<file path="config.mk">
export PLATFORM = sky130hd
export DESIGN_NAME = ecg_r_peak_detector
export DESIGN_NICKNAME = d
export VERILOG_FILES = /design/src/design/ecgr_pkg.sv /design/src/design/ecgr_mul.sv /design/src/design/ecgr_div.sv /design/src/design/ecg_r_peak_detector.sv
export SDC_FILE = /design/constraint.sdc
export NUM_CORES = 2
export LEC_CHECK = 0
export ABC_CLOCK_PERIOD_IN_PS = 9000
export BUFFER_PORTS_ARGS = -buffer_cell sky130_fd_sc_hd__clkbuf_2
export CORE_MARGIN = 2
export CORE_UTILIZATION = 50
export CTS_CLUSTER_DIAMETER = 200
export DETAILED_ROUTE_END_ITERATION = 8
export GPL_TIMING_DRIVEN = 0
export PLACE_DENSITY_LB_ADDON = 0.05
export RECOVER_POWER = 100
export SLEW_MARGIN = 15
export SYNTH_ARGS = -nofsm -noshare
export SYNTH_HDL_FRONTEND = slang
export SYNTH_SLANG_ARGS = --single-unit
</file>
<file path="constraint.sdc">
create_clock -name clk -period 9 [get_ports clk]
set_input_delay 1.35 -clock clk [delete_from_list [all_inputs] [get_ports clk]]
set_output_delay 1.35 -clock clk [all_outputs]
set_load 0.1 [all_outputs]
</file>
<file path="src/design/ecgr_pkg.sv">
// ----------------------------------------------------------------------------
// ecgr_pkg
// Shared constants for the ECG R-peak detector: coefficients, timing windows,
// register indexes and serial arithmetic unit sizes.
// ----------------------------------------------------------------------------
package ecgr_pkg;

    // Fraction bits of the filtered signal path
    localparam int FRAC = 7;

    // Serial multiplier: coefficient operand width (Q16 values below 2^17)
    localparam int COEF_W = 17;

    // Serial divider: dividend and divisor widths
    localparam int DIV_NW = 48;
    localparam int DIV_DW = 33;

    // Configuration register indexes
    localparam int CFG_IDX_W = 2;
    localparam logic [CFG_IDX_W-1:0] CFG_SMALL_MODE = 2'd0;
    localparam logic [CFG_IDX_W-1:0] CFG_DEC_LENGTH = 2'd1;
    localparam logic [7:0] DEC_LEN_RESET = 8'd8;

    // Exponential average coefficients, Q16 (normal / small animal)
    localparam logic [COEF_W-1:0] K_BASE_N  = 17'd655;
    localparam logic [COEF_W-1:0] K_BASE_S  = 17'd1311;
    localparam logic [COEF_W-1:0] K_SHORT_N = 17'd13107;
    localparam logic [COEF_W-1:0] K_SHORT_S = 17'd19661;
    localparam logic [COEF_W-1:0] K_LONG_N  = 17'd6554;
    localparam logic [COEF_W-1:0] K_LONG_S  = 17'd9830;
    localparam logic [COEF_W-1:0] K_SLOPE_N = 17'd6554;
    localparam logic [COEF_W-1:0] K_SLOPE_S = 17'd13107;
    localparam logic [COEF_W-1:0] K_DECAY_N = 17'd65484;
    localparam logic [COEF_W-1:0] K_DECAY_S = 17'd65339;

    // Threshold factor, Q16
    localparam logic [20:0]       FIT_BASE  = 21'd39322;
    localparam logic [COEF_W-1:0] FIT_CAP_N = 17'd85197;
    localparam logic [COEF_W-1:0] FIT_CAP_S = 17'd65536;
    localparam logic [COEF_W-1:0] FIT_NEAR  = 17'd66191;
    localparam logic [COEF_W-1:0] Q16_ONE   = 17'd65536;

    // Timing, in ms or samples
    localparam logic [31:0] WIN_N      = 32'd100;
    localparam logic [31:0] WIN_S      = 32'd30;
    localparam logic [31:0] PAIR_N     = 32'd40;
    localparam logic [31:0] PAIR_S     = 32'd20;
    localparam logic [31:0] REFR_N     = 32'd150;
    localparam logic [31:0] REFR_S     = 32'd60;
    localparam logic [31:0] BEAT_DELAY = 32'd30;
    localparam logic [31:0] RR_MAX     = 32'd2000;

endpackage

</file>
<file path="src/design/ecgr_mul.sv">
// ----------------------------------------------------------------------------
// ecgr_mul
// Bit-serial signed-by-unsigned multiplier, one coefficient bit per cycle,
// MSB first. done pulses when the last step is registered.
// ----------------------------------------------------------------------------
module ecgr_mul #(
    parameter int AW = 35
) (
    input  logic                                  clk,
    input  logic                                  rst_n,
    input  logic                                  start,
    input  logic signed [AW-1:0]                  a,
    input  logic [ecgr_pkg::COEF_W-1:0]           b,
    output logic                                  done,
    output logic signed [AW+ecgr_pkg::COEF_W-1:0] p
);

    localparam int PW = AW + ecgr_pkg::COEF_W;
    localparam int CW = $clog2(ecgr_pkg::COEF_W + 1);

    logic signed [AW-1:0]            a_reg;
    logic [ecgr_pkg::COEF_W-1:0]     b_reg;
    logic signed [PW-1:0]            acc_reg;
    logic [CW-1:0]                   cnt_reg;
    logic                            busy_reg;
    logic                            done_reg;
    logic signed [PW-1:0]            a_ext;
    logic signed [PW-1:0]            acc_next;

    // shift-and-add step
    assign a_ext    = {{ecgr_pkg::COEF_W{a_reg[AW-1]}}, a_reg};
    assign acc_next = {acc_reg[PW-2:0], 1'b0} + (b_reg[ecgr_pkg::COEF_W-1] ? a_ext : '0);

    always_ff @(posedge clk or negedge rst_n)
    begin
        if (!rst_n)
        begin
            a_reg    <= '0;
            b_reg    <= '0;
            acc_reg  <= '0;
            cnt_reg  <= '0;
            busy_reg <= 1'b0;
            done_reg <= 1'b0;
        end
        else if (start)
        begin
            a_reg    <= a;
            b_reg    <= b;
            acc_reg  <= '0;
            cnt_reg  <= CW'(ecgr_pkg::COEF_W);
            busy_reg <= 1'b1;
            done_reg <= 1'b0;
        end
        else if (busy_reg)
        begin
            acc_reg <= acc_next;
            b_reg   <= {b_reg[ecgr_pkg::COEF_W-2:0], 1'b0};
            cnt_reg <= cnt_reg - 1'b1;
            if (cnt_reg == CW'(1))
            begin
                busy_reg <= 1'b0;
                done_reg <= 1'b1;
            end
        end
        else
        begin
            done_reg <= 1'b0;
        end
    end

    assign done = done_reg;
    assign p    = acc_reg;

endmodule

</file>
<file path="src/design/ecgr_div.sv">
// ----------------------------------------------------------------------------
// ecgr_div
// Radix-2 restoring unsigned divider, one quotient bit per cycle.
// done pulses when the last step is registered; quot holds until next start.
// ----------------------------------------------------------------------------
module ecgr_div (
    input  logic                          clk,
    input  logic                          rst_n,
    input  logic                          start,
    input  logic [ecgr_pkg::DIV_NW-1:0]   num,
    input  logic [ecgr_pkg::DIV_DW-1:0]   den,
    output logic                          done,
    output logic [ecgr_pkg::DIV_NW-1:0]   quot
);

    localparam int NW = ecgr_pkg::DIV_NW;
    localparam int DW = ecgr_pkg::DIV_DW;
    localparam int CW = $clog2(NW + 1);

    logic [NW-1:0] nq_reg;      // dividend bits out at top, quotient bits in at bottom
    logic [DW-1:0] den_reg;
    logic [DW:0]   rem_reg;
    logic [CW-1:0] cnt_reg;
    logic          busy_reg;
    logic          done_reg;
    logic [DW:0]   rem_sh;
    logic          q_bit;
    logic [DW:0]   rem_next;

    // trial subtract
    assign rem_sh   = {rem_reg[DW-1:0], nq_reg[NW-1]};
    assign q_bit    = rem_sh >= {1'b0, den_reg};
    assign rem_next = q_bit ? rem_sh - {1'b0, den_reg} : rem_sh;

    always_ff @(posedge clk or negedge rst_n)
    begin
        if (!rst_n)
        begin
            nq_reg   <= '0;
            den_reg  <= '0;
            rem_reg  <= '0;
            cnt_reg  <= '0;
            busy_reg <= 1'b0;
            done_reg <= 1'b0;
        end
        else if (start)
        begin
            nq_reg   <= num;
            den_reg  <= den;
            rem_reg  <= '0;
            cnt_reg  <= CW'(NW);
            busy_reg <= 1'b1;
            done_reg <= 1'b0;
        end
        else if (busy_reg)
        begin
            rem_reg <= rem_next;
            nq_reg  <= {nq_reg[NW-2:0], q_bit};
            cnt_reg <= cnt_reg - 1'b1;
            if (cnt_reg == CW'(1))
            begin
                busy_reg <= 1'b0;
                done_reg <= 1'b1;
            end
        end
        else
        begin
            done_reg <= 1'b0;
        end
    end

    assign done = done_reg;
    assign quot = nq_reg;

endmodule

</file>
<file path="src/design/ecg_r_peak_detector.sv">
// ----------------------------------------------------------------------------
// ecg_r_peak_detector
// R-peak detector with RR interval output and decimated signal output.
//
//   channel | handshake             | word
//   --------+-----------------------+----------------------------------------
//   in      | in_valid / in_stall   | sample, time_ms
//   out     | out_valid / out_stall | r_peak, rr_valid, rr_interval,
//           |                       | beat_accepted, dec_valid, dec_value
//   cfg     | cfg_valid / cfg_ready | cfg_index, cfg_data
//
// One word at a time. Ten products on a bit-serial multiplier (start, 17 steps,
// done) and one or two quotients on a radix-2 divider (start, 48 steps, done)
// set the time from the accepting edge to the result register; the second
// quotient is taken only when a decimated value completes.
// The output register lets the next word be processed while a result waits.
// Async active-low reset clears all filter state; dec_length resets to 8.
// ----------------------------------------------------------------------------
module ecg_r_peak_detector #(
    parameter int SAMPLE_WIDTH = 24,
    parameter int AGE_WIDTH    = 16
) (
    input  logic                                  clk,
    input  logic                                  rst_n,
    input  logic                                  in_valid,
    output logic                                  in_stall,
    input  logic signed [SAMPLE_WIDTH-1:0]        sample,
    input  logic [31:0]                           time_ms,
    output logic                                  out_valid,
    input  logic                                  out_stall,
    output logic                                  r_peak,
    output logic                                  rr_valid,
    output logic [10:0]                           rr_interval,
    output logic                                  beat_accepted,
    output logic                                  dec_valid,
    output logic signed [SAMPLE_WIDTH-1:0]        dec_value,
    input  logic                                  cfg_valid,
    output logic                                  cfg_ready,
    input  logic [ecgr_pkg::CFG_IDX_W-1:0]        cfg_index,
    input  logic [7:0]                            cfg_data
);

    localparam int SW   = SAMPLE_WIDTH;
    localparam int AW   = SW + ecgr_pkg::FRAC + 4;
    localparam int PW   = AW + ecgr_pkg::COEF_W;
    localparam int SUMW = SW + 8;
    localparam int KW   = ecgr_pkg::COEF_W;
    localparam logic [AGE_WIDTH-1:0] AGE_TOP = {AGE_WIDTH{1'b1}};

    typedef enum logic [4:0] {
        S_IDLE, S_BASE, S_BASE_W, S_SHORT, S_SHORT_W, S_LONG, S_LONG_W,
        S_RAVG, S_RAVG_W, S_FAVG, S_FAVG_W, S_RPK, S_RPK_W, S_FPK, S_FPK_W,
        S_FDIV, S_FDIV_W, S_ESQ, S_ESQ_W, S_RCMP, S_RCMP_W, S_FCMP, S_FCMP_W,
        S_BEAT, S_DDIV, S_DDIV_W, S_FINISH
    } state_t;

    state_t state_reg, state_next;

    // configuration
    logic       small_reg, small_next;
    logic [7:0] dec_length_reg, dec_length_next;

    // current word
    logic signed [SW-1:0] x_reg, x_next;
    logic [31:0]          now_reg, now_next;

    // filter and detector state
    logic signed [AW-1:0] baseline_reg, baseline_next;
    logic signed [AW-1:0] avg_short_reg, avg_short_next;
    logic signed [AW-1:0] avg_long_reg, avg_long_next;
    logic signed [AW-1:0] rise_avg_reg, rise_avg_next;
    logic signed [AW-1:0] fall_avg_reg, fall_avg_next;
    logic signed [AW-1:0] rise_peak_reg, rise_peak_next;
    logic signed [AW-1:0] fall_peak_reg, fall_peak_next;
    logic signed [AW-1:0] rise_level_reg, rise_level_next;
    logic signed [AW-1:0] fall_level_reg, fall_level_next;
    logic signed [SW-1:0] rise_raw_reg, rise_raw_next;
    logic signed [SW-1:0] fall_raw_reg, fall_raw_next;
    logic [AGE_WIDTH-1:0] rise_age_reg, rise_age_next;
    logic [AGE_WIDTH-1:0] fall_age_reg, fall_age_next;
    logic [AGE_WIDTH-1:0] since_beat_reg, since_beat_next;
    logic [31:0]          rise_trig_reg, rise_trig_next;
    logic [31:0]          fall_trig_reg, fall_trig_next;
    logic [31:0]          beat_ms_reg, beat_ms_next;
    logic [31:0]          prior_beat_reg, prior_beat_next;
    logic [7:0]           dec_count_reg, dec_count_next;
    logic signed [SUMW-1:0] dec_sum_reg, dec_sum_next;

    // threshold factor scratch
    logic          far_reg, far_next;
    logic [KW-1:0] eabs_reg, eabs_next;
    logic [KW-1:0] fit_reg, fit_next;

    // result being built
    logic                 res_rdet_reg, res_rdet_next;
    logic                 res_rr_ok_reg, res_rr_ok_next;
    logic [10:0]          res_rr_reg, res_rr_next;
    logic                 res_acc_reg, res_acc_next;
    logic                 res_dok_reg, res_dok_next;
    logic signed [SW-1:0] res_dval_reg, res_dval_next;

    // output register
    logic                 out_valid_reg, out_valid_next;
    logic                 out_rdet_reg, out_rdet_next;
    logic                 out_rr_ok_reg, out_rr_ok_next;
    logic [10:0]          out_rr_reg, out_rr_next;
    logic                 out_acc_reg, out_acc_next;
    logic                 out_dok_reg, out_dok_next;
    logic signed [SW-1:0] out_dval_reg, out_dval_next;

    // arithmetic units
    logic                        mul_start;
    logic signed [AW-1:0]        mul_a;
    logic [KW-1:0]               mul_b;
    logic                        mul_done;
    logic signed [PW-1:0]        mul_p;
    logic                        div_start;
    logic [ecgr_pkg::DIV_NW-1:0] div_num;
    logic [ecgr_pkg::DIV_DW-1:0] div_den;
    logic                        div_done;
    logic [ecgr_pkg::DIV_NW-1:0] div_quot;

    // datapath helpers
    logic signed [AW-1:0]   xq, v, dv, rise_tgt, fall_tgt, mul_rnd;
    logic signed [PW-1:0]   rnd_full, rise_sh, fall_sh;
    logic [31:0]            dt, prev_rr, win, pair, refr;
    logic [ecgr_pkg::DIV_DW-1:0] den;
    logic                   far_now;
    logic [KW-1:0]          k_base, k_short, k_long, k_slope, k_decay, fit_cap;
    logic [KW-1:0]          fit_r, fit_f, f_q;
    logic [32:0]            sq;
    logic [35:0]            ten_sq;
    logic [20:0]            dd;
    logic [7:0]             len, cnt_inc;
    logic [SUMW-1:0]        sum_abs;
    logic signed [SUMW-1:0] dq, dval;
    logic signed [SUMW-1:0] sum_inc;

    function automatic logic [AGE_WIDTH-1:0] sat_inc(input logic [AGE_WIDTH-1:0] a);
        return (a == AGE_TOP) ? a : a + 1'b1;
    endfunction

    // rise and fall levels within a factor of three of each other
    function automatic logic levels_close(input logic [AW-1:0] r, input logic [AW-1:0] f);
        logic [AW+1:0] r3;
        logic [AW+1:0] f3;
        r3 = {2'b00, r} + {1'b0, r, 1'b0};
        f3 = {2'b00, f} + {1'b0, f, 1'b0};
        return (r3 > {2'b00, f}) && ({2'b00, r} < f3);
    endfunction

    ecgr_mul #(.AW(AW)) u_mul (
        .clk   (clk),
        .rst_n (rst_n),
        .start (mul_start),
        .a     (mul_a),
        .b     (mul_b),
        .done  (mul_done),
        .p     (mul_p)
    );

    ecgr_div u_div (
        .clk   (clk),
        .rst_n (rst_n),
        .start (div_start),
        .num   (div_num),
        .den   (div_den),
        .done  (div_done),
        .quot  (div_quot)
    );

    // mode-dependent constants
    always_comb
    begin
        k_base  = small_reg ? ecgr_pkg::K_BASE_S  : ecgr_pkg::K_BASE_N;
        k_short = small_reg ? ecgr_pkg::K_SHORT_S : ecgr_pkg::K_SHORT_N;
        k_long  = small_reg ? ecgr_pkg::K_LONG_S  : ecgr_pkg::K_LONG_N;
        k_slope = small_reg ? ecgr_pkg::K_SLOPE_S : ecgr_pkg::K_SLOPE_N;
        k_decay = small_reg ? ecgr_pkg::K_DECAY_S : ecgr_pkg::K_DECAY_N;
        fit_cap = small_reg ? ecgr_pkg::FIT_CAP_S : ecgr_pkg::FIT_CAP_N;
        win     = small_reg ? ecgr_pkg::WIN_S     : ecgr_pkg::WIN_N;
        pair    = small_reg ? ecgr_pkg::PAIR_S    : ecgr_pkg::PAIR_N;
        refr    = small_reg ? ecgr_pkg::REFR_S    : ecgr_pkg::REFR_N;
    end

    // signal path
    assign xq       = {{(AW-SW-ecgr_pkg::FRAC){x_reg[SW-1]}}, x_reg, {ecgr_pkg::FRAC{1'b0}}};
    assign v        = xq - baseline_reg;
    assign dv       = avg_short_reg - avg_long_reg;
    assign rise_tgt = dv[AW-1] ? '0 : dv;
    assign fall_tgt = dv[AW-1] ? -dv : '0;
    assign rnd_full = (mul_p + PW'(32768)) >>> 16;
    assign mul_rnd  = rnd_full[AW-1:0];
    assign rise_sh  = {rise_avg_reg[AW-1], rise_avg_reg, 16'h0000};
    assign fall_sh  = {fall_avg_reg[AW-1], fall_avg_reg, 16'h0000};

    // RR timing
    assign dt      = now_reg - beat_ms_reg;
    assign prev_rr = beat_ms_reg - prior_beat_reg;
    assign den     = {1'b0, prev_rr} + 33'd1;
    assign far_now = {2'b00, dt} >= {den, 1'b0};
    assign f_q     = div_quot[KW-1:0];
    assign fit_r   = ((now_reg - rise_trig_reg) < win) ? ecgr_pkg::FIT_NEAR : fit_reg;
    assign fit_f   = ((now_reg - fall_trig_reg) < win) ? ecgr_pkg::FIT_NEAR : fit_reg;
    assign sq      = mul_p[32:0];
    assign ten_sq  = {sq, 3'b000} + {2'b00, sq, 1'b0};
    assign dd      = 21'((ten_sq + 36'd32768) >> 16) + ecgr_pkg::FIT_BASE;

    // decimation
    assign len     = (dec_length_reg == 8'd0) ? 8'd1 : dec_length_reg;
    assign cnt_inc = dec_count_reg + 8'd1;
    assign sum_inc = dec_sum_reg + {{(SUMW-SW){x_reg[SW-1]}}, x_reg};
    assign sum_abs = dec_sum_reg[SUMW-1] ? SUMW'(-dec_sum_reg) : dec_sum_reg;
    assign dq      = dec_sum_reg[SUMW-1] ? -$signed(div_quot[SUMW-1:0])
                                         : $signed(div_quot[SUMW-1:0]);

    always_comb
    begin
        dval = dq;
        if (32'(fall_age_reg) <= 32'(len))
        begin
            dval = {{(SUMW-SW){fall_raw_reg[SW-1]}}, fall_raw_reg};
        end
        if (32'(rise_age_reg) <= 32'(len))
        begin
            dval = {{(SUMW-SW){rise_raw_reg[SW-1]}}, rise_raw_reg};
        end
    end

    // operand selection for the shared units
    always_comb
    begin
        mul_start = 1'b0;
        mul_a     = '0;
        mul_b     = '0;
        div_start = 1'b0;
        div_num   = '0;
        div_den   = '0;
        case (state_reg)
            S_BASE:
            begin
                mul_start = 1'b1;
                mul_a     = xq - baseline_reg;
                mul_b     = k_base;
            end
            S_SHORT:
            begin
                mul_start = 1'b1;
                mul_a     = v - avg_short_reg;
                mul_b     = k_short;
            end
            S_LONG:
            begin
                mul_start = 1'b1;
                mul_a     = v - avg_long_reg;
                mul_b     = k_long;
            end
            S_RAVG:
            begin
                mul_start = 1'b1;
                mul_a     = rise_tgt - rise_avg_reg;
                mul_b     = k_slope;
            end
            S_FAVG:
            begin
                mul_start = 1'b1;
                mul_a     = fall_tgt - fall_avg_reg;
                mul_b     = k_slope;
            end
            S_RPK:
            begin
                mul_start = 1'b1;
                mul_a     = rise_peak_reg;
                mul_b     = k_decay;
            end
            S_FPK:
            begin
                mul_start = 1'b1;
                mul_a     = fall_peak_reg;
                mul_b     = k_decay;
            end
            S_FDIV:
            begin
                div_start = 1'b1;
                div_num   = {dt, 16'h0000};
                div_den   = den;
            end
            S_ESQ:
            begin
                mul_start = 1'b1;
                mul_a     = {{(AW-KW){1'b0}}, eabs_reg};
                mul_b     = eabs_reg;
            end
            S_RCMP:
            begin
                mul_start = 1'b1;
                mul_a     = rise_peak_reg;
                mul_b     = fit_r;
            end
            S_FCMP:
            begin
                mul_start = 1'b1;
                mul_a     = fall_peak_reg;
                mul_b     = fit_f;
            end
            S_DDIV:
            begin
                div_start = 1'b1;
                div_num   = ecgr_pkg::DIV_NW'(sum_abs);
                div_den   = {25'd0, len};
            end
            default:
            begin
                mul_start = 1'b0;
            end
        endcase
    end

    // sequencer and state update
    always_comb
    begin
        state_next      = state_reg;
        small_next      = small_reg;
        dec_length_next = dec_length_reg;
        x_next          = x_reg;
        now_next        = now_reg;
        baseline_next   = baseline_reg;
        avg_short_next  = avg_short_reg;
        avg_long_next   = avg_long_reg;
        rise_avg_next   = rise_avg_reg;
        fall_avg_next   = fall_avg_reg;
        rise_peak_next  = rise_peak_reg;
        fall_peak_next  = fall_peak_reg;
        rise_level_next = rise_level_reg;
        fall_level_next = fall_level_reg;
        rise_raw_next   = rise_raw_reg;
        fall_raw_next   = fall_raw_reg;
        rise_age_next   = rise_age_reg;
        fall_age_next   = fall_age_reg;
        since_beat_next = since_beat_reg;
        rise_trig_next  = rise_trig_reg;
        fall_trig_next  = fall_trig_reg;
        beat_ms_next    = beat_ms_reg;
        prior_beat_next = prior_beat_reg;
        dec_count_next  = dec_count_reg;
        dec_sum_next    = dec_sum_reg;
        far_next        = far_reg;
        eabs_next       = eabs_reg;
        fit_next        = fit_reg;
        res_rdet_next   = res_rdet_reg;
        res_rr_ok_next  = res_rr_ok_reg;
        res_rr_next     = res_rr_reg;
        res_acc_next    = res_acc_reg;
        res_dok_next    = res_dok_reg;
        res_dval_next   = res_dval_reg;
        out_valid_next  = out_valid_reg;
        out_rdet_next   = out_rdet_reg;
        out_rr_ok_next  = out_rr_ok_reg;
        out_rr_next     = out_rr_reg;
        out_acc_next    = out_acc_reg;
        out_dok_next    = out_dok_reg;
        out_dval_next   = out_dval_reg;

        // downstream takes the result word
        if (out_valid_reg && !out_stall)
        begin
            out_valid_next = 1'b0;
        end

        // register writes, taken only while idle
        if (cfg_valid && state_reg == S_IDLE)
        begin
            case (cfg_index)
                ecgr_pkg::CFG_SMALL_MODE: small_next      = cfg_data[0];
                ecgr_pkg::CFG_DEC_LENGTH: dec_length_next = cfg_data;
                default:                  small_next      = small_reg;
            endcase
        end

        case (state_reg)
            S_IDLE:
            begin
                if (in_valid)
                begin
                    x_next         = sample;
                    now_next       = time_ms;
                    res_rdet_next  = 1'b0;
                    res_rr_ok_next = 1'b0;
                    res_rr_next    = '0;
                    res_acc_next   = 1'b0;
                    res_dok_next   = 1'b0;
                    res_dval_next  = '0;
                    state_next     = S_BASE;
                end
            end
            S_BASE:  state_next = S_BASE_W;
            S_BASE_W:
            begin
                if (mul_done)
                begin
                    baseline_next = baseline_reg + mul_rnd;
                    state_next    = S_SHORT;
                end
            end
            S_SHORT: state_next = S_SHORT_W;
            S_SHORT_W:
            begin
                if (mul_done)
                begin
                    avg_short_next = avg_short_reg + mul_rnd;
                    state_next     = S_LONG;
                end
            end
            S_LONG:  state_next = S_LONG_W;
            S_LONG_W:
            begin
                if (mul_done)
                begin
                    avg_long_next = avg_long_reg + mul_rnd;
                    state_next    = S_RAVG;
                end
            end
            S_RAVG:  state_next = S_RAVG_W;
            S_RAVG_W:
            begin
                if (mul_done)
                begin
                    rise_avg_next = rise_avg_reg + mul_rnd;
                    state_next    = S_FAVG;
                end
            end
            S_FAVG:  state_next = S_FAVG_W;
            S_FAVG_W:
            begin
                if (mul_done)
                begin
                    fall_avg_next = fall_avg_reg + mul_rnd;
                    state_next    = S_RPK;
                end
            end
            S_RPK:   state_next = S_RPK_W;
            S_RPK_W:
            begin
                if (mul_done)
                begin
                    rise_peak_next = mul_rnd;
                    state_next     = S_FPK;
                end
            end
            S_FPK:   state_next = S_FPK_W;
            S_FPK_W:
            begin
                if (mul_done)
                begin
                    fall_peak_next = mul_rnd;
                    state_next     = S_FDIV;
                end
            end
            S_FDIV:
            begin
                far_next   = far_now;
                state_next = S_FDIV_W;
            end
            S_FDIV_W:
            begin
                if (div_done)
                begin
                    // distance of the RR fraction from one
                    eabs_next  = (f_q >= ecgr_pkg::Q16_ONE) ? f_q - ecgr_pkg::Q16_ONE
                                                            : ecgr_pkg::Q16_ONE - f_q;
                    state_next = S_ESQ;
                end
            end
            S_ESQ:   state_next = S_ESQ_W;
            S_ESQ_W:
            begin
                if (mul_done)
                begin
                    if (far_reg || dd > {4'd0, fit_cap})
                    begin
                        fit_next = fit_cap;
                    end
                    else
                    begin
                        fit_next = dd[KW-1:0];
                    end
                    state_next = S_RCMP;
                end
            end
            S_RCMP:  state_next = S_RCMP_W;
            S_RCMP_W:
            begin
                if (mul_done)
                begin
                    if (rise_sh > mul_p)
                    begin
                        rise_trig_next  = now_reg;
                        rise_age_next   = '0;
                        rise_peak_next  = rise_avg_reg;
                        rise_level_next = rise_avg_reg;
                        rise_raw_next   = x_reg;
                        if (32'(fall_age_reg) < pair &&
                            levels_close(rise_avg_reg, fall_level_reg))
                        begin
                            res_rdet_next   = 1'b1;
                            since_beat_next = '0;
                        end
                    end
                    state_next = S_FCMP;
                end
            end
            S_FCMP:  state_next = S_FCMP_W;
            S_FCMP_W:
            begin
                if (mul_done)
                begin
                    if (fall_sh > mul_p)
                    begin
                        fall_trig_next  = now_reg;
                        fall_age_next   = '0;
                        fall_peak_next  = fall_avg_reg;
                        fall_level_next = fall_avg_reg;
                        fall_raw_next   = x_reg;
                        if (32'(rise_age_reg) < pair &&
                            levels_close(rise_level_reg, fall_avg_reg))
                        begin
                            res_rdet_next   = 1'b1;
                            since_beat_next = '0;
                        end
                    end
                    state_next = S_BEAT;
                end
            end
            S_BEAT:
            begin
                // beat acceptance a fixed number of samples after detection
                if (32'(since_beat_reg) == ecgr_pkg::BEAT_DELAY && dt > refr)
                begin
                    prior_beat_next = beat_ms_reg;
                    beat_ms_next    = now_reg;
                    res_acc_next    = 1'b1;
                    if (dt < ecgr_pkg::RR_MAX)
                    begin
                        res_rr_ok_next = 1'b1;
                        res_rr_next    = dt[10:0];
                    end
                end
                rise_age_next   = sat_inc(rise_age_reg);
                fall_age_next   = sat_inc(fall_age_reg);
                since_beat_next = sat_inc(since_beat_reg);
                dec_count_next  = cnt_inc;
                dec_sum_next    = sum_inc;
                state_next      = (cnt_inc >= len) ? S_DDIV : S_FINISH;
            end
            S_DDIV:  state_next = S_DDIV_W;
            S_DDIV_W:
            begin
                if (div_done)
                begin
                    res_dok_next   = 1'b1;
                    res_dval_next  = dval[SW-1:0];
                    dec_count_next = '0;
                    dec_sum_next   = '0;
                    state_next     = S_FINISH;
                end
            end
            S_FINISH:
            begin
                if (!out_valid_reg || !out_stall)
                begin
                    out_valid_next = 1'b1;
                    out_rdet_next  = res_rdet_reg;
                    out_rr_ok_next = res_rr_ok_reg;
                    out_rr_next    = res_rr_reg;
                    out_acc_next   = res_acc_reg;
                    out_dok_next   = res_dok_reg;
                    out_dval_next  = res_dval_reg;
                    state_next     = S_IDLE;
                end
            end
            default: state_next = S_IDLE;
        endcase
    end

    always_ff @(posedge clk or negedge rst_n)
    begin
        if (!rst_n)
        begin
            state_reg      <= S_IDLE;
            small_reg      <= 1'b0;
            dec_length_reg <= ecgr_pkg::DEC_LEN_RESET;
            x_reg          <= '0;
            now_reg        <= '0;
            baseline_reg   <= '0;
            avg_short_reg  <= '0;
            avg_long_reg   <= '0;
            rise_avg_reg   <= '0;
            fall_avg_reg   <= '0;
            rise_peak_reg  <= '0;
            fall_peak_reg  <= '0;
            rise_level_reg <= '0;
            fall_level_reg <= '0;
            rise_raw_reg   <= '0;
            fall_raw_reg   <= '0;
            rise_age_reg   <= '0;
            fall_age_reg   <= '0;
            since_beat_reg <= '0;
            rise_trig_reg  <= '0;
            fall_trig_reg  <= '0;
            beat_ms_reg    <= '0;
            prior_beat_reg <= '0;
            dec_count_reg  <= '0;
            dec_sum_reg    <= '0;
            far_reg        <= 1'b0;
            eabs_reg       <= '0;
            fit_reg        <= '0;
            res_rdet_reg   <= 1'b0;
            res_rr_ok_reg  <= 1'b0;
            res_rr_reg     <= '0;
            res_acc_reg    <= 1'b0;
            res_dok_reg    <= 1'b0;
            res_dval_reg   <= '0;
            out_valid_reg  <= 1'b0;
            out_rdet_reg   <= 1'b0;
            out_rr_ok_reg  <= 1'b0;
            out_rr_reg     <= '0;
            out_acc_reg    <= 1'b0;
            out_dok_reg    <= 1'b0;
            out_dval_reg   <= '0;
        end
        else
        begin
            state_reg      <= state_next;
            small_reg      <= small_next;
            dec_length_reg <= dec_length_next;
            x_reg          <= x_next;
            now_reg        <= now_next;
            baseline_reg   <= baseline_next;
            avg_short_reg  <= avg_short_next;
            avg_long_reg   <= avg_long_next;
            rise_avg_reg   <= rise_avg_next;
            fall_avg_reg   <= fall_avg_next;
            rise_peak_reg  <= rise_peak_next;
            fall_peak_reg  <= fall_peak_next;
            rise_level_reg <= rise_level_next;
            fall_level_reg <= fall_level_next;
            rise_raw_reg   <= rise_raw_next;
            fall_raw_reg   <= fall_raw_next;
            rise_age_reg   <= rise_age_next;
            fall_age_reg   <= fall_age_next;
            since_beat_reg <= since_beat_next;
            rise_trig_reg  <= rise_trig_next;
            fall_trig_reg  <= fall_trig_next;
            beat_ms_reg    <= beat_ms_next;
            prior_beat_reg <= prior_beat_next;
            dec_count_reg  <= dec_count_next;
            dec_sum_reg    <= dec_sum_next;
            far_reg        <= far_next;
            eabs_reg       <= eabs_next;
            fit_reg        <= fit_next;
            res_rdet_reg   <= res_rdet_next;
            res_rr_ok_reg  <= res_rr_ok_next;
            res_rr_reg     <= res_rr_next;
            res_acc_reg    <= res_acc_next;
            res_dok_reg    <= res_dok_next;
            res_dval_reg   <= res_dval_next;
            out_valid_reg  <= out_valid_next;
            out_rdet_reg   <= out_rdet_next;
            out_rr_ok_reg  <= out_rr_ok_next;
            out_rr_reg     <= out_rr_next;
            out_acc_reg    <= out_acc_next;
            out_dok_reg    <= out_dok_next;
            out_dval_reg   <= out_dval_next;
        end
    end

    assign in_stall      = (state_reg != S_IDLE);
    assign cfg_ready     = (state_reg == S_IDLE);
    assign out_valid     = out_valid_reg;
    assign r_peak        = out_rdet_reg;
    assign rr_valid      = out_rr_ok_reg;
    assign rr_interval   = out_rr_reg;
    assign beat_accepted = out_acc_reg;
    assign dec_valid     = out_dok_reg;
    assign dec_value     = out_dval_reg;

endmodule

</file>
==> results.py <==
metrics = {
    "outcome": {
        "outcome": "complete, but fails checks",
        "failed_checks": "max-capacitance violations, max-slew violations",
    },
    "floorplanning": {
        "fp-row-count": 154,
        "chipHeight_um": 426,
        "core_area_um2": 176000,
        "start_util_pct": 50.4,
        "fp.dieW_um": 426,
        "num_io_pins": 113,
        "dieArea_um2": 181000,
    },
    "synth": {
        "syn_area_um2": 89000,
        "syn_nets": 11600,
        "synth_edf_count": 0,
        "yosysTopAreaCellShare_pct": 28.0,
        "synth_area_leaders": "dfrtp_1, ha_1, o21ai_0",
        "yosysUniqueCellTypes": 93,
        "ys.warnings.count": 0,
        "ys_ff_latch": 996,
        "synth_top_area_cell": "dfrtp_1",
        "ys_async_sr_fraction_pct": 100,
        "syn_inst": 10500,
        "ys_seq_area_share_pct": 28.0,
        "avgSynthCellArea_um2": 8.51,
        "synth_flop_cell": "dfrtp_1",
    },
    "pwr": {
        "power_frac_clock_pct": 54.0,
        "switching_share_pct": 23.2,
        "cellInternalPower_uw": 7700,
        "power_frac_seq_pct": 44.7,
        "switching_power_uw": 2320,
        "powerDensity_nw_per_um2": 103,
        "leakage_uw": 0.0481,
        "comb_power_share_pct": 1.3,
        "peakVddDrop_mv": 0.151,
    },
    "grt": {
        "grt_pass1_vias": 78400,
        "grt_pass1_wl_mm": 505,
        "antenna_found_initial": 22,
        "grt_max_degree": 95,
        "gr-total-overflow": 0,
        "grt_usage_pct": 37.1,
    },
    "placed_design": {
        "dp.cells": 13000,
        "gp_congestion": 1.01,
        "placed_area_um2": 93500,
        "dp_hpwl_mm": 276,
        "port_buffers": 112,
    },
    "worst_setup_path": {
        "crit_path_max_fanout": 10,
        "worstSetupEndpointType": "flip-flop",
        "worstPathRequired_ns": 9.70,
        "crit_type": "flip-flop to flip-flop",
        "crit_top_cell": "nor3_1",
        "start_kind": "flip-flop",
        "cp_slowest_cell": "a2111oi_1",
        "cpPeakStageDelay_ns": 0.63,
        "arrival_ns": 9.26,
    },
    "run": {
        "cap_violations": 11,
    },
    "sta": {
        "relSlewSlack_pct": -192,
        "finalHoldViolCount": 0,
        "fmax_mhz": 117,
        "maxSlewViolCount": 579,
        "setup_viol": 0,
        "post-route-min-period_ns": 8.56,
        "holdWs_ns": 0.469,
        "tightestPinTransition_ns": 4.38,
        "period_share_pct": 95.1,
        "finalClockSkew_ns": 0.0705,
    },
    "clock_network": {
        "cts_hold_buffers": 0,
        "numCtsBuffers": 120,
        "path_clk_slew_ns": 0.06,
        "cts_resized": 0,
        "clk_latency_ns": 0.84,
        "h-tree-depth": 3,
        "post_cts_buffers": 0,
        "clockBufferDepth": 3,
        "cts_sinks": 996,
        "root_buffer": "clkbuf_16",
        "cts_tree": "yes",
    },
    "cells_and_area": {
        "fillers": 16400,
        "final_cell_mix": "ha_1, dfrtp_1, nand2_1, o21ai_0, nor2_1",
        "largest_register_ffs": 52,
        "nets": 11900,
        "utilization_pct": 55.3,
        "syn_to_final_growth_pct": 9.61,
        "drive_gt1_share_pct": 6.75,
        "fin_area_um2": 97600,
        "final_common_cell": "ha_1",
        "layout.cells.non_filler": 13200,
    },
    "routing": {
        "drc": 0,
        "met2_wirelength_mm": 152,
        "routed_wl_mm": 343,
        "drtAntennaViolNets": 0,
        "dr.pass1.iters": 9,
        "drtIter0Drc": 7621,
        "top_layer_used": "met5",
        "routed_via_density": 6.23,
        "wl_met1_mm": 142,
        "route.met3.wl_mm": 25.4,
        "vias": 82200,
        "wl_per_cell_um": 26.0,
    },
    "hold_path": {
        "hold_class": "flip-flop to flip-flop",
    },
}
==> worst paths after layout <==
path | startpoint | cells after the start | end | slack, ns
worst min-delay path | res_dok_reg | 2 | res_dok_reg | 0.47
max in group asynchronous | rst_n | 4 | rise_avg_reg[2] | 1.45
worst min register to register | res_dok_reg | 2 | res_dok_reg | 0.47
worst max-delay path | avg_short_reg[0] | 29 | u_mul.a_reg[33] | 0.44
min in group asynchronous | rst_n | 1 | beat_ms_reg[25] | 2.05
worst max register to register | avg_short_reg[0] | 29 | u_mul.a_reg[33] | 0.44
==> cell usage after synthesis, drive strengths merged (26+ instances only) <==
master   count
ha        1078
dfrtp      995
nand2      873
o21ai      812
nor2       785
a21oi      771
inv        650
xnor2      445
a21o       389
xor2       354
mux2       283
clkbuf     273
nand3      233
mux2i      203
nor3       174
nand2b     151
nand4      129
o21a       127
nor2b      124
and2       122
a211oi     107
and3       106
o21bai      91
a31oi       87
or3         80
o31ai       77
o22ai       71
o211ai      63
nor4        60
a221oi      58
buf         48
or2         43
a2111oi     35
a22oi       31
o2111ai     31
a41oi       28
a21boi      26
nor3b       26
or4         26
==> cell families (layout without fill, tap and decap cells) <==
kind of cell             after synthesis  after routing  share of synthesized area (%)
AO/OA/AOI/OAI                       3091           3091                           22.2
XOR/XNOR                             799            799                           7.86
adder cells (fa/ha/maj)             1098           1098                           15.6
buffers and inverters                973           1354                           4.13
flip-flops                           996            996                           28.0
multiplexers                         486            486                           5.86
other                                  0             17                              0
AND/OR/NAND/NOR                     3016           3016                           16.3
==> per-layer routing <==
metal	track usage, %	up-vias
li1	-	38600
met1	47.0	39800
met2	58.5	2939
met3	7.24	803
met4	22.0	12
met5	0	-
==> metrics by stage <==
step	worst slack (ns)	total power, uW	TNS [ns]
after floorplan	2.46	4570	0
final	0.442	10000	0
after global placement	-18.56	4690	-
after detailed placement	0.219	4710	0
after global routing	-0.0324	10300	-0.0324
after CTS	0.112	10100	0
==> critical path: cells and delay by family (launching register included) <==
| family | cells | cell delay [ns] |
|---|---|---|
| AOI/OAI and AO/OA | 17 | 4.90 |
| and+or+nand+nor | 5 | 0.94 |
| adders and majority gates | 3 | 0.80 |
| buffers and inverters | 2 | 0.58 |
| DFF | 1 | 0.42 |
| xor gates and xnor gates | 1 | 0.42 |
| muxes | 1 | 0.40 |
==> power groups by stage <==
stage | Sequential [uW] | Clock [uW] | Combinational (uW)
floorplan | 4560 | 0 | 6.66
global placement | 4570 | 0 | 122
detailed placement | 4560 | 0 | 143
CTS | 4480 | 5490 | 144
global route | 4480 | 5660 | 146
finish | 4480 | 5420 | 126
==> area by class of cell <==
class                      count  area [um2]  area share, %
multi-input combinational   8490       60600           62.1
sequential                   996       24900           25.5
inverter                     652        2450           2.51
tap                         2340        2930           3.00
antenna                       17        42.5         0.0436
clock buffer                 163        3370           3.46
timing repair buffer         160        1050           1.07
buffer                       321        1230           1.26
clock inverter                58         953          0.977
Note: power is estimated with default switching activity, not from simulation.
